File: config.mk
export PLATFORM = sky130hd
export DESIGN_NAME = fat_dir_entry_parser_core
export DESIGN_NICKNAME = d
export VERILOG_FILES = /design/src/rtl/core/fdep_pkg.sv /design/src/rtl/core/fdep_front.sv /design/src/rtl/core/fdep_queue.sv /design/src/rtl/core/fdep_back.sv /design/src/rtl/core/fat_dir_entry_parser_core.sv
export SDC_FILE = /design/constraint.sdc
export NUM_CORES = 1
export LEC_CHECK = 0
export ABC_AREA = 0
export ABC_CLOCK_PERIOD_IN_PS = 15400
export BUFFER_PORTS_ARGS = -buffer_cell sky130_fd_sc_hd__buf_2
export CAP_MARGIN = 20
export CORE_MARGIN = 8
export CORE_UTILIZATION = 53
export DETAILED_ROUTE_END_ITERATION = 6
export PLACE_DENSITY = 0.81
export SYNTH_ARGS = -nofsm -noshare
export SYNTH_HDL_FRONTEND = slang
export SYNTH_SLANG_ARGS = --single-unit
File: constraint.sdc
create_clock -name clk -period 15.4 [get_ports clk]
set_input_delay 0.77 -clock clk [delete_from_list [all_inputs] [get_ports clk]]
set_output_delay 0.77 -clock clk [all_outputs]
set_load 0.03 [all_outputs]
File: src/rtl/core/fdep_pkg.sv
// ----------------------------------------------------------------------------
// fdep_pkg
// Shared types and constants for the directory entry parser: entry kinds,
// the classified word carried from front to back, and the result word.
// ----------------------------------------------------------------------------
package fdep_pkg;

  localparam logic [7:0] ATTR_LONG_NAME = 8'h0F;
  localparam int unsigned ATTR_DIR_BIT  = 4;
  localparam logic [7:0] MARK_DELETED   = 8'hE5;
  localparam logic [7:0] MARK_END       = 8'h00;
  localparam logic [7:0] CHAR_SPACE     = 8'h20;
  localparam logic [7:0] CHAR_DOT       = 8'h2E;

  localparam int unsigned BASE_CHARS = 8;
  localparam int unsigned EXT_CHARS  = 3;
  localparam int unsigned NAME_CHARS = BASE_CHARS + 1 + EXT_CHARS;

  // Depth of the queue between front and back.
  localparam int unsigned QDEPTH = 4;
  localparam int unsigned QPTR_W = $clog2(QDEPTH);
  localparam int unsigned QCNT_W = $clog2(QDEPTH + 1);

  typedef enum logic [2:0] {
    ST_VALID            = 3'd0,
    ST_LONG             = 3'd1,
    ST_SHORT_AFTER_LONG = 3'd2,
    ST_DELETED          = 3'd3,
    ST_END              = 3'd4
  } fdep_status_t;

  // Classified entry as it waits between front and back.
  typedef struct packed {
    fdep_status_t status;
    logic [63:0]  base;
    logic [23:0]  ext;
    logic [7:0]   attr;
    logic [15:0]  cluster;
    logic [39:0]  create;
    logic [15:0]  access;
    logic [31:0]  write;
    logic [31:0]  size;
  } fdep_work_t;

  typedef struct packed {
    fdep_status_t status;
    logic [63:0]  name_low;
    logic [31:0]  name_high;
    logic [3:0]   name_length;
    logic [7:0]   attributes;
    logic [15:0]  first_cluster;
    logic [39:0]  create_stamp;
    logic [15:0]  access_date;
    logic [31:0]  write_stamp;
    logic [31:0]  size_bytes;
  } fdep_result_t;

endpackage

File: src/rtl/core/fdep_front.sv
// ----------------------------------------------------------------------------
// fdep_front
// Accept entry words, classify each entry and track the long-name flag.
// ----------------------------------------------------------------------------
module fdep_front (
  input  logic              clk,
  input  logic              rst,
  input  logic              accept,
  input  logic [63:0]       entry_word0,
  input  logic [63:0]       entry_word1,
  input  logic [63:0]       entry_word2,
  input  logic [63:0]       entry_word3,
  output fdep_pkg::fdep_work_t work
);
  import fdep_pkg::*;

  logic         after_long_name;
  logic [7:0]   attr;
  logic [7:0]   first;
  fdep_status_t status;

  assign attr  = entry_word1[31:24];
  assign first = entry_word0[7:0];

  // Long-name test wins over the end and deleted marks.
  always_comb begin
    if (attr == ATTR_LONG_NAME) begin
      status = ST_LONG;
    end else if (first == MARK_END) begin
      status = ST_END;
    end else if (first == MARK_DELETED) begin
      status = ST_DELETED;
    end else if (after_long_name) begin
      status = ST_SHORT_AFTER_LONG;
    end else begin
      status = ST_VALID;
    end
  end

  always_ff @(posedge clk) begin
    if (rst) begin
      after_long_name <= 1'b0;
    end else if (accept) begin
      after_long_name <= (status == ST_LONG);
    end
  end

  always_comb begin
    work.status  = status;
    work.base    = entry_word0;
    work.ext     = entry_word1[23:0];
    work.attr    = attr;
    work.cluster = entry_word3[31:16];
    work.create  = {entry_word2[15:0], entry_word1[63:48], entry_word1[47:40]};
    work.access  = entry_word2[31:16];
    work.write   = {entry_word3[15:0], entry_word2[63:48]};
    work.size    = entry_word3[63:32];
  end

  a_long_sets_flag: assert property (@(posedge clk) disable iff (rst)
    (accept && status == ST_LONG) |=> after_long_name)
    else $error("long-name entry did not set the flag");

  a_other_clears_flag: assert property (@(posedge clk) disable iff (rst)
    (accept && status != ST_LONG) |=> !after_long_name)
    else $error("flag survived a non long-name entry");

  a_flag_held: assert property (@(posedge clk) disable iff (rst)
    !accept |=> $stable(after_long_name))
    else $error("flag changed without an entry");

endmodule

File: src/rtl/core/fdep_queue.sv
// ----------------------------------------------------------------------------
// fdep_queue
// Short queue of classified entries between front and back.
// ----------------------------------------------------------------------------
module fdep_queue (
  input  logic                clk,
  input  logic                rst,
  input  logic                wr,
  input  fdep_pkg::fdep_work_t wr_data,
  output logic                full,
  input  logic                rd,
  output fdep_pkg::fdep_work_t rd_data,
  output logic                empty
);
  import fdep_pkg::*;

  fdep_work_t        slots [QDEPTH];
  logic [QPTR_W-1:0] wr_ptr;
  logic [QPTR_W-1:0] rd_ptr;
  logic [QCNT_W-1:0] count;

  assign full    = (count == QCNT_W'(QDEPTH));
  assign empty   = (count == '0);
  assign rd_data = slots[rd_ptr];

  always_ff @(posedge clk) begin
    if (wr) begin
      slots[wr_ptr] <= wr_data;
    end
  end

  always_ff @(posedge clk) begin
    if (rst) begin
      wr_ptr <= '0;
      rd_ptr <= '0;
      count  <= '0;
    end else begin
      if (wr) begin
        wr_ptr <= (wr_ptr == QPTR_W'(QDEPTH - 1)) ? '0 : wr_ptr + 1'b1;
      end
      if (rd) begin
        rd_ptr <= (rd_ptr == QPTR_W'(QDEPTH - 1)) ? '0 : rd_ptr + 1'b1;
      end
      case ({wr, rd})
        2'b10:   count <= count + 1'b1;
        2'b01:   count <= count - 1'b1;
        default: count <= count;
      endcase
    end
  end

  a_no_overflow: assert property (@(posedge clk) disable iff (rst)
    wr |-> !full)
    else $error("write into full queue");

  a_no_underflow: assert property (@(posedge clk) disable iff (rst)
    rd |-> !empty)
    else $error("read from empty queue");

  a_count_bound: assert property (@(posedge clk) disable iff (rst)
    count <= QCNT_W'(QDEPTH))
    else $error("queue count out of range");

endmodule

File: src/rtl/core/fdep_back.sv
// ----------------------------------------------------------------------------
// fdep_back
// Build the lowered 8.3 name, zero the fields of skipped entries and hold
// the result word in an output register.
// ----------------------------------------------------------------------------
module fdep_back (
  input  logic                  clk,
  input  logic                  rst,
  input  logic                  q_empty,
  input  fdep_pkg::fdep_work_t  work,
  output logic                  q_rd,
  input  logic                  pop,
  output logic                  empty,
  output fdep_pkg::fdep_result_t result
);
  import fdep_pkg::*;

  function automatic logic [7:0] lower_char(input logic [7:0] c);
    if (c >= 8'h41 && c <= 8'h5A) begin
      return c + 8'h20;
    end
    return c;
  endfunction

  logic         out_valid;
  logic [3:0]   blen;
  logic [1:0]   elen;
  logic         has_ext;
  logic [7:0]   name_byte [NAME_CHARS];
  fdep_result_t res_next;

  assign q_rd  = !q_empty && (!out_valid || pop);
  assign empty = !out_valid;

  // Base length: up to the first space.
  always_comb begin
    logic found;
    found = 1'b0;
    blen  = 4'(BASE_CHARS);
    for (int i = 0; i < BASE_CHARS; i++) begin
      if (!found && work.base[8*i +: 8] == CHAR_SPACE) begin
        found = 1'b1;
        blen  = 4'(i);
      end
    end
  end

  always_comb begin
    logic found;
    found = 1'b0;
    elen  = 2'(EXT_CHARS);
    for (int i = 0; i < EXT_CHARS; i++) begin
      if (!found && work.ext[8*i +: 8] == CHAR_SPACE) begin
        found = 1'b1;
        elen  = 2'(i);
      end
    end
  end

  assign has_ext = !work.attr[ATTR_DIR_BIT] && (work.ext[7:0] != CHAR_SPACE);

  // Place each output character: base, dot, extension, then zero fill.
  always_comb begin
    logic [3:0] pos;
    logic [3:0] k;
    for (int p = 0; p < NAME_CHARS; p++) begin
      pos = 4'(p);
      k   = pos - blen - 4'd1;
      if (pos < blen) begin
        name_byte[p] = lower_char(work.base[8*pos[2:0] +: 8]);
      end else if (has_ext && pos == blen) begin
        name_byte[p] = CHAR_DOT;
      end else if (has_ext && pos > blen && k < {2'b00, elen}) begin
        case (k[1:0])
          2'd0:    name_byte[p] = lower_char(work.ext[7:0]);
          2'd1:    name_byte[p] = lower_char(work.ext[15:8]);
          default: name_byte[p] = lower_char(work.ext[23:16]);
        endcase
      end else begin
        name_byte[p] = 8'h00;
      end
    end
  end

  always_comb begin
    res_next        = '0;
    res_next.status = work.status;
    if (work.status == ST_VALID) begin
      for (int p = 0; p < BASE_CHARS; p++) begin
        res_next.name_low[8*p +: 8] = name_byte[p];
      end
      for (int p = BASE_CHARS; p < NAME_CHARS; p++) begin
        res_next.name_high[8*(p-BASE_CHARS) +: 8] = name_byte[p];
      end
      res_next.name_length   = blen + (has_ext ? 4'd1 + {2'b00, elen} : 4'd0);
      res_next.attributes    = work.attr;
      res_next.first_cluster = work.cluster;
      res_next.create_stamp  = work.create;
      res_next.access_date   = work.access;
      res_next.write_stamp   = work.write;
      res_next.size_bytes    = work.size;
    end
  end

  always_ff @(posedge clk) begin
    if (rst) begin
      out_valid <= 1'b0;
    end else if (q_rd) begin
      out_valid <= 1'b1;
    end else if (pop) begin
      out_valid <= 1'b0;
    end
  end

  always_ff @(posedge clk) begin
    if (q_rd) begin
      result <= res_next;
    end
  end

  a_hold_stalled: assert property (@(posedge clk) disable iff (rst)
    (out_valid && !pop) |=> (out_valid && $stable(result)))
    else $error("stalled result word changed");

  a_skipped_zero: assert property (@(posedge clk) disable iff (rst)
    (out_valid && result.status != ST_VALID) |->
      (result.name_length == 4'd0 && result.size_bytes == '0 &&
       result.attributes == '0))
    else $error("skipped entry carries nonzero fields");

  a_length_bound: assert property (@(posedge clk) disable iff (rst)
    out_valid |-> result.name_length <= 4'(NAME_CHARS))
    else $error("name length out of range");

endmodule

File: src/rtl/core/fat_dir_entry_parser_core.sv
// ----------------------------------------------------------------------------
// fat_dir_entry_parser_core
// FAT short-name directory entry parser, one 32-byte entry per push.
// ----------------------------------------------------------------------------
// Push one directory entry per cycle while full is low, as four little-endian
// 64-bit words, and pop one result word per entry, in order. The front
// classifies the entry (long-name, end of directory, deleted, short entry
// following long-name entries, or valid) and keeps the one-bit long-name
// flag, so it never waits on anything but the queue; a four-deep queue
// decouples it from the back, which builds the lowered 8.3 name and
// registers the result. The block sustains one entry per cycle while pop
// keeps up; a result word passes through the queue and the output register
// before it is on the ports, and full rises only once the back has been
// stalled by pop long enough to fill the queue and the output register.
// Fields of a result whose status is not valid read as zero.
// ----------------------------------------------------------------------------
module fat_dir_entry_parser_core (
  input  logic        clk,
  input  logic        rst,
  // entry side
  input  logic        push,
  output logic        full,
  input  logic [63:0] entry_word0,
  input  logic [63:0] entry_word1,
  input  logic [63:0] entry_word2,
  input  logic [63:0] entry_word3,
  // result side
  output logic        empty,
  input  logic        pop,
  output logic [2:0]  entry_status,
  output logic [63:0] name_low,
  output logic [31:0] name_high,
  output logic [3:0]  name_length,
  output logic [7:0]  attributes,
  output logic [15:0] first_cluster,
  output logic [39:0] create_stamp,
  output logic [15:0] access_date,
  output logic [31:0] write_stamp,
  output logic [31:0] size_bytes
);
  import fdep_pkg::*;

  logic         accept;
  fdep_work_t   front_work;
  fdep_work_t   back_work;
  logic         q_empty;
  logic         q_rd;
  fdep_result_t result;

  // Take the entry words whenever push is high and the queue has room.
  assign accept = push && !full;

  fdep_front u_front (
    .clk         (clk),
    .rst         (rst),
    .accept      (accept),
    .entry_word0 (entry_word0),
    .entry_word1 (entry_word1),
    .entry_word2 (entry_word2),
    .entry_word3 (entry_word3),
    .work        (front_work)
  );

  fdep_queue u_queue (
    .clk     (clk),
    .rst     (rst),
    .wr      (accept),
    .wr_data (front_work),
    .full    (full),
    .rd      (q_rd),
    .rd_data (back_work),
    .empty   (q_empty)
  );

  fdep_back u_back (
    .clk     (clk),
    .rst     (rst),
    .q_empty (q_empty),
    .work    (back_work),
    .q_rd    (q_rd),
    .pop     (pop),
    .empty   (empty),
    .result  (result)
  );

  // Unpack the held result word onto the ports.
  assign entry_status  = result.status;
  assign name_low      = result.name_low;
  assign name_high     = result.name_high;
  assign name_length   = result.name_length;
  assign attributes    = result.attributes;
  assign first_cluster = result.first_cluster;
  assign create_stamp  = result.create_stamp;
  assign access_date   = result.access_date;
  assign write_stamp   = result.write_stamp;
  assign size_bytes    = result.size_bytes;

endmodule

After elaboration in Yosys (flattened, before gate mapping)
Memories as Yosys holds them, arrays and structs flattened. A register that Yosys moved wholly into a read port is not among the register bits.
Cells that the tools add are included.
- add/subtract/negate cells: 41
- order comparisons: 58
- equality and inequality tests: 43
- multiplexer cells: 308
- reduce and logical (&&, ||, !) cells: 103
- operator list (kind ; count):
    $mux 8 ; 95
    $pmux 8 s2 ; 12
    $mux 1 ; 180
    $add 8x6->8 const B ; 11
    $eq 8x6->1 const B ; 11
    $ge 8x7->1 const B ; 11
    $le 8x7->1 const B ; 11
    $logic_and 1x1->1 ; 59
    $lt 4x2->1 ; 12
    $sub 4x1->4 const B ; 12
    $mux 4 ; 9
    $eq 2x1->1 const B ; 13
    $logic_not 2->1 ; 12
    $reduce_or 2->1 ; 12
    $eq 3x4->1 const A ; 4
    $eq 4x4->1 const A ; 4
    $gt 3x4->1 const A ; 4
    $gt 4x4->1 const A ; 4
    $lt 3x4->1 const A ; 4
    $lt 4x4->1 const A ; 4
    $mux 2 ; 8
    $sub 3x4->4 const A ; 4
    $sub 4x4->4 const A ; 4
    $logic_not 1->1 ; 13
    other kinds (26) ; 40
- register bits: 256
- memory bits (writable): 940
- bits of input ports: 260
- output and inout port bits: 249
- word-level logic and storage cells: 569
- memories: 1
- memory list (memory ; depth ; width ; rd ports ; clocked after memory_dff ; write ports ; line ; RTL):
    u_queue.slots ; 4 ; 235 ; 1 ; 1 ; 1 ; fdep_queue.sv:17 ; fdep_work_t slots [QDEPTH];

Longest topological paths before layout
- depth after elaboration: 36
- depth in mapped cells: 21
- depth with buffers taken out: 15

By module
Synthesis repeated with hierarchy kept, for this count alone.
- cells, all modules: 2605
- area, all modules: 49008.3 µm²
- by module, submodules not included (module ; instances ; cells an instance ; area an instance (µm²) ; sequential area each (µm²)):
    fdep_queue ; 1 ; 1275 ; 34330.4 ; 28407.2
    fdep_back ; 1 ; 1080 ; 12794.8 ; 7437.1
    fdep_front ; 1 ; 249 ; 1869.3 ; 20.0
    fat_dir_entry_parser_core ; 1 ; 1 ; 13.8 ; 0.0

Least setup slack after synthesis
Ideal clock, no wire load.
- kind: in2reg
- start: input pop
- end: register u_queue.count[2]
- library setup time: 70 ps
- arrival: 15506 ps
- required time: 15330 ps
- setup slack: -176 ps
- stages on the path: 8
- path buffers: 0
- cells stage by stage: inv_1 > a21oi_1 > ha_1 > inv_1 > fa_1 > xor2_1 > or3_1 > a21oi_1
- longest elaborated chain between the ends: 4
- elaborated cells between the ends (all ways): 6
- those cells by class: 2 x eq/ne; 1 x mux; 3 x reduce/logical
- RTL lines (element ; line ; RTL):
    start: declaration ; fat_dir_entry_parser_core.sv:29 ; input logic pop,
    $logic_or 1x1->1 (*) ; fdep_back.sv:32 ; assign q_rd = !q_empty && (!out_valid || pop);
    $logic_and 1x1->1 (*) ; fdep_back.sv:32 ;
    named net q_rd ; fat_dir_entry_parser_core.sv:47 ; logic q_rd;
    $eq 2x1->1 / $eq 2x2->1 (equally long branches) ; fdep_queue.sv:44 ; case ({wr, rd})
    $pmux 3 s2 / $reduce_bool 2->1 (equally long branches) ; - ;
    end signal: assignment ; fdep_queue.sv:45 ; 2'b10: count <= count + 1'b1;
    end signal: assignment ; fdep_queue.sv:46 ; 2'b01: count <= count - 1'b1;
    end signal: assignment ; fdep_queue.sv:47 ; default: count <= count;
    end: declaration ; fdep_queue.sv:20 ; logic [QCNT_W-1:0] count;
The timed path passes the listed nets; every way through them passes the cells marked *.
A chain may end at the register's enable or synchronous reset.

==> out/summary.txt <==
===================================================================================
Outcome                                                                   completed
DR WL/cell                                                                 27.79 µm
Area of the die                                                         0.09841 mm²
Critical Path Source Type                                                 flip-flop
Sequential-to-total area share from yosys stat                               76.35%
Terminus of the critical flop-to-flop path                             u_back.result[208]
Slew headroom                                                                14.73%
# Post-CTS Setup Buffers                                                          0
Actual slew at the worst max-slew pin                                      1.279 ns
Via count normalized by instance count                                        6.017
Number of global-route vias before repair                                    26.03k
Endpoint arrival time on the critical path                                  8.36 ns
Resized cells post-CTS                                                            0
FILL cells                                                                     5971
Overall die width                                                          313.7 µm
Most numerous cell types in the synthesized netlist                    1187 x sky130_fd_sc_hd__edfxtp_1, 234 x sky130_fd_sc_hd__mux4_2, 154 x sky130_fd_sc_hd__and2_1, 97 x sky130_fd_sc_hd__nor2_1, 88 x sky130_fd_sc_hd__nand2_1
Number of iterations in the first detailed-routing pass                           6
Tcrit/Tclk final                                                             50.55%
Initial antenna violation count                                                  51
CTS clk-pin slew, worst paths                                               0.06 ns
Final routed DRC violation total                                                  0
Post-synth EDFFs                                                               1187
Worst Path Max Fanout                                                            33
Total routing usage reported by global routing                               23.06%
I/O Buffers                                                                     484
Final number of max-transition violations                                         0
Post-route setup TNS                                                           0 ns
Count of endpoints failing hold in the final timing report                        0
Top FF cell, synth                                                     sky130_fd_sc_hd__edfxtp_1
Detail Route Antenna Nets                                                         0
Later-pin clock latency in the skew report                                  0.71 ns
Initial standard-cell utilization of the core                                53.32%
Final HPWL from detailed placement                                         74370 µm
Syn avg cell area                                                         19.61 µm²
Power per Cell Area                                                    199.7 mW/mm²
Total clock sinks                                                              1198
Maximum clock rate                                                       0.1285 GHz
Area share of the leading cell type in the synthesized netlist               75.88%
Pin count of the biggest net entering global routing                            156
Gate Count Post-Synth                                                          2395
Die boundary height                                                        313.7 µm
Synthesized flop and latch total                                               1198
Total I/O pin count                                                             509
Endpoint class of the critical path                                       flip-flop
Critical path class                                                    flip-flop to flip-flop
RD Place Congestion                                                          0.8964
Total setup violations reported at the end of the flow                            0
Register-to-register setup slack                                            7.62 ns
Max-cap violations                                                                0
CTS Hold Bufs                                                                     0
Synthesized cell area                                                   0.04697 mm²
Worst r2r path cells                                                             16
Post-detailed-routing wire length                                         117200 µm
Wire length of the first global-routing pass                              169400 µm
Setup clock skew after layout                                            0.03809 ns
Distinct cell type count after synthesis                                         82
Cell chosen for the clock root                                         sky130_fd_sc_hd__clkbuf_16
Static power due to leakage                                                18.65 nW
Total nets after synthesis                                                     2693
Total Nets Final                                                               3227
Largest cells by area after synthesis                                  sky130_fd_sc_hd__edfxtp_1 76%, sky130_fd_sc_hd__mux4_2 11%, sky130_fd_sc_hd__and2_1 2.1%, sky130_fd_sc_hd__ha_1 0.96%, sky130_fd_sc_hd__nor2_1 0.78%
Core area                                                               0.08810 mm²
Level count of the clock H-tree                                                   3
Num rows                                                                        109
Placed insts                                                                   3977
Peak supply drop                                                          0.1887 mV
Count of placed standard cells in the final layout, fillers left out           4216
Warning count from the yosys run                                                  0
Cell with the most instances after synthesis                           sky130_fd_sc_hd__edfxtp_1
Total overflow reported by the global router                                      0
Time the final worst path needs with I/O delays and setup                  7.785 ns
Yosys top cell by area                                                 sky130_fd_sc_hd__edfxtp_1
TritonCTS clock tree                                                           done
Detailed Route Iter0 Violations                                                2654
Data required time at the worst endpoint                                   15.97 ns
Clock buffer count from CTS                                                     113
Last element of the critical path                                      u_back.result[208]
Setup repair after global routing missed its margin                              no
Bufs on Longest Clock Path                                                        3
Share of synthesized registers carrying an async set or reset                    0%
Area Overhead vs Synth                                                       16.33%
Fraction of layout cells with a size suffix above 1                          31.62%
Via count                                                                    25.37k
Path class of the lowest-slack min-delay path                          input pin to flip-flop
===================================================================================
## how the worst min path moves through the flow
stage | from | end | slack, ns | cells past startpoint
finish | entry_word1[49] | u_queue.slots[0][89] | 0.27 | 1
global route | entry_word2[0] | u_queue.slots[2][104] | 0.23 | 1
CTS | entry_word2[0] | u_queue.slots[0][104] | 0.22 | 1
detailed placement | u_front.after_long_name | u_front.after_long_name | 0.47 | 2
global placement | u_front.after_long_name | u_front.after_long_name | 0.47 | 2
floorplan | u_front.after_long_name | u_front.after_long_name | 0.44 | 2
## flip-flops by register name, indices dropped and copies added (netlist names), named ones only
| signal | count |
|---|---|
| u_back.out_valid | 1 |
| u_queue.count | 3 |
| u_front.after_long_name | 1 |
| u_back.result | 247 |
| u_queue.rd_ptr | 2 |
| u_queue.wr_ptr | 2 |
| u_queue.slots | 940 |
## critical path, stage by stage, from the launching register on
cell	delay, ns
sky130_fd_sc_hd__dfxtp_4	0.72
sky130_fd_sc_hd__buf_4	0.64
sky130_fd_sc_hd__mux4_2	0.68
sky130_fd_sc_hd__nor3b_1	0.23
sky130_fd_sc_hd__and4b_1	0.42
sky130_fd_sc_hd__or4_1	0.18
sky130_fd_sc_hd__buf_4	0.26
sky130_fd_sc_hd__o22a_1	0.49
sky130_fd_sc_hd__nand2_1	0.35
sky130_fd_sc_hd__ha_1	0.79
sky130_fd_sc_hd__clkinv_1	0.62
sky130_fd_sc_hd__ha_1	0.45
sky130_fd_sc_hd__or3_1	0.38
sky130_fd_sc_hd__a211oi_1	0.20
sky130_fd_sc_hd__a21oi_1	0.24
sky130_fd_sc_hd__nor4_2	0.67
sky130_fd_sc_hd__a22o_1	0.22
## final cells by class
type                    count  area, µm²  share of cell area, %
diodes                     28      70.07                 0.1282
multi-input cells        1063      10570                  19.35
well taps                1165       1458                  2.667
flip-flops and latches   1198      35870                  65.64
repair buffers            518       2723                  4.982
clock inverters            82      938.4                  1.717
inverters                  35      131.4                 0.2404
clock buffers             127       2880                  5.271
## cell usage in the layout (no fill, tap or decap), drive strengths merged, types with 7 or more instances in the layout
| cell type | count |
|---|---|
| a211oi | 10 |
| a21o | 8 |
| a21oi | 60 |
| a221oi | 14 |
| a22o | 7 |
| a22oi | 11 |
| a31oi | 7 |
| and2 | 154 |
| and3 | 7 |
| buf | 518 |
| bufinv | 16 |
| clkbuf | 127 |
| clkinv | 57 |
| dfxtp | 11 |
| diode | 28 |
| edfxtp | 1187 |
| ha | 36 |
| inv | 38 |
| mux2i | 7 |
| mux4 | 234 |
| nand2 | 89 |
| nand2b | 24 |
| nand3 | 26 |
| nor2 | 97 |
| nor2b | 8 |
| nor3 | 35 |
| nor3b | 9 |
| nor4 | 11 |
| o211ai | 7 |
| o21ai | 44 |
| o22ai | 17 |
| o31ai | 9 |
| or3 | 8 |
| or4 | 15 |
## logic make-up (layout without fill, tap and decap cells)
logic type | count (synthesis) | count (layout) | share of synthesized area, %
DFF | 1198 | 1198 | 76.35
and+or+nand+nor | 509 | 509 | 5.849
AOI/OAI and AO/OA | 264 | 264 | 3.942
muxes | 247 | 247 | 11.51
buffers and inverters | 134 | 762 | 1.209
adders and majority gates | 38 | 38 | 1.044
xor gates and xnor gates | 5 | 5 | 0.09324
other | 0 | 28 | 0
## stage by stage
step	hold WS, ns	power [mW]	utilization (%)	cell area, µm²	setup WS (ns)
after floorplan	0.4367	7.086	-	46980	5.810
after global placement	0.4654	8.018	57.56	50710	7.609
after detailed placement	0.4663	8.103	57.56	50710	7.660
after CTS	0.2200	10.96	61.89	54530	7.580
after global routing	0.2332	11.30	61.99	54620	7.226
final	0.2696	10.91	62.03	54650	7.615
## routing by layer
metal	part of all wire [%]	vias up	wire length, µm	GRT usage (%)
met5	0.14	-	168	0
met4	3.1	26	3591	7.431
met3	9.9	247	11650	6.612
met2	51	1330	59480	39.32
met1	36	12864	42280	28.50
li1	-	10901	-	-
## where the power goes
part | switching [mW] | internal, mW
clock | 1.20 | 1.62
combinational | 2.38 | 1.08
sequential | 0.233 | 4.40
total | 3.81 | 7.10
(Power assumes the default switching activity.)
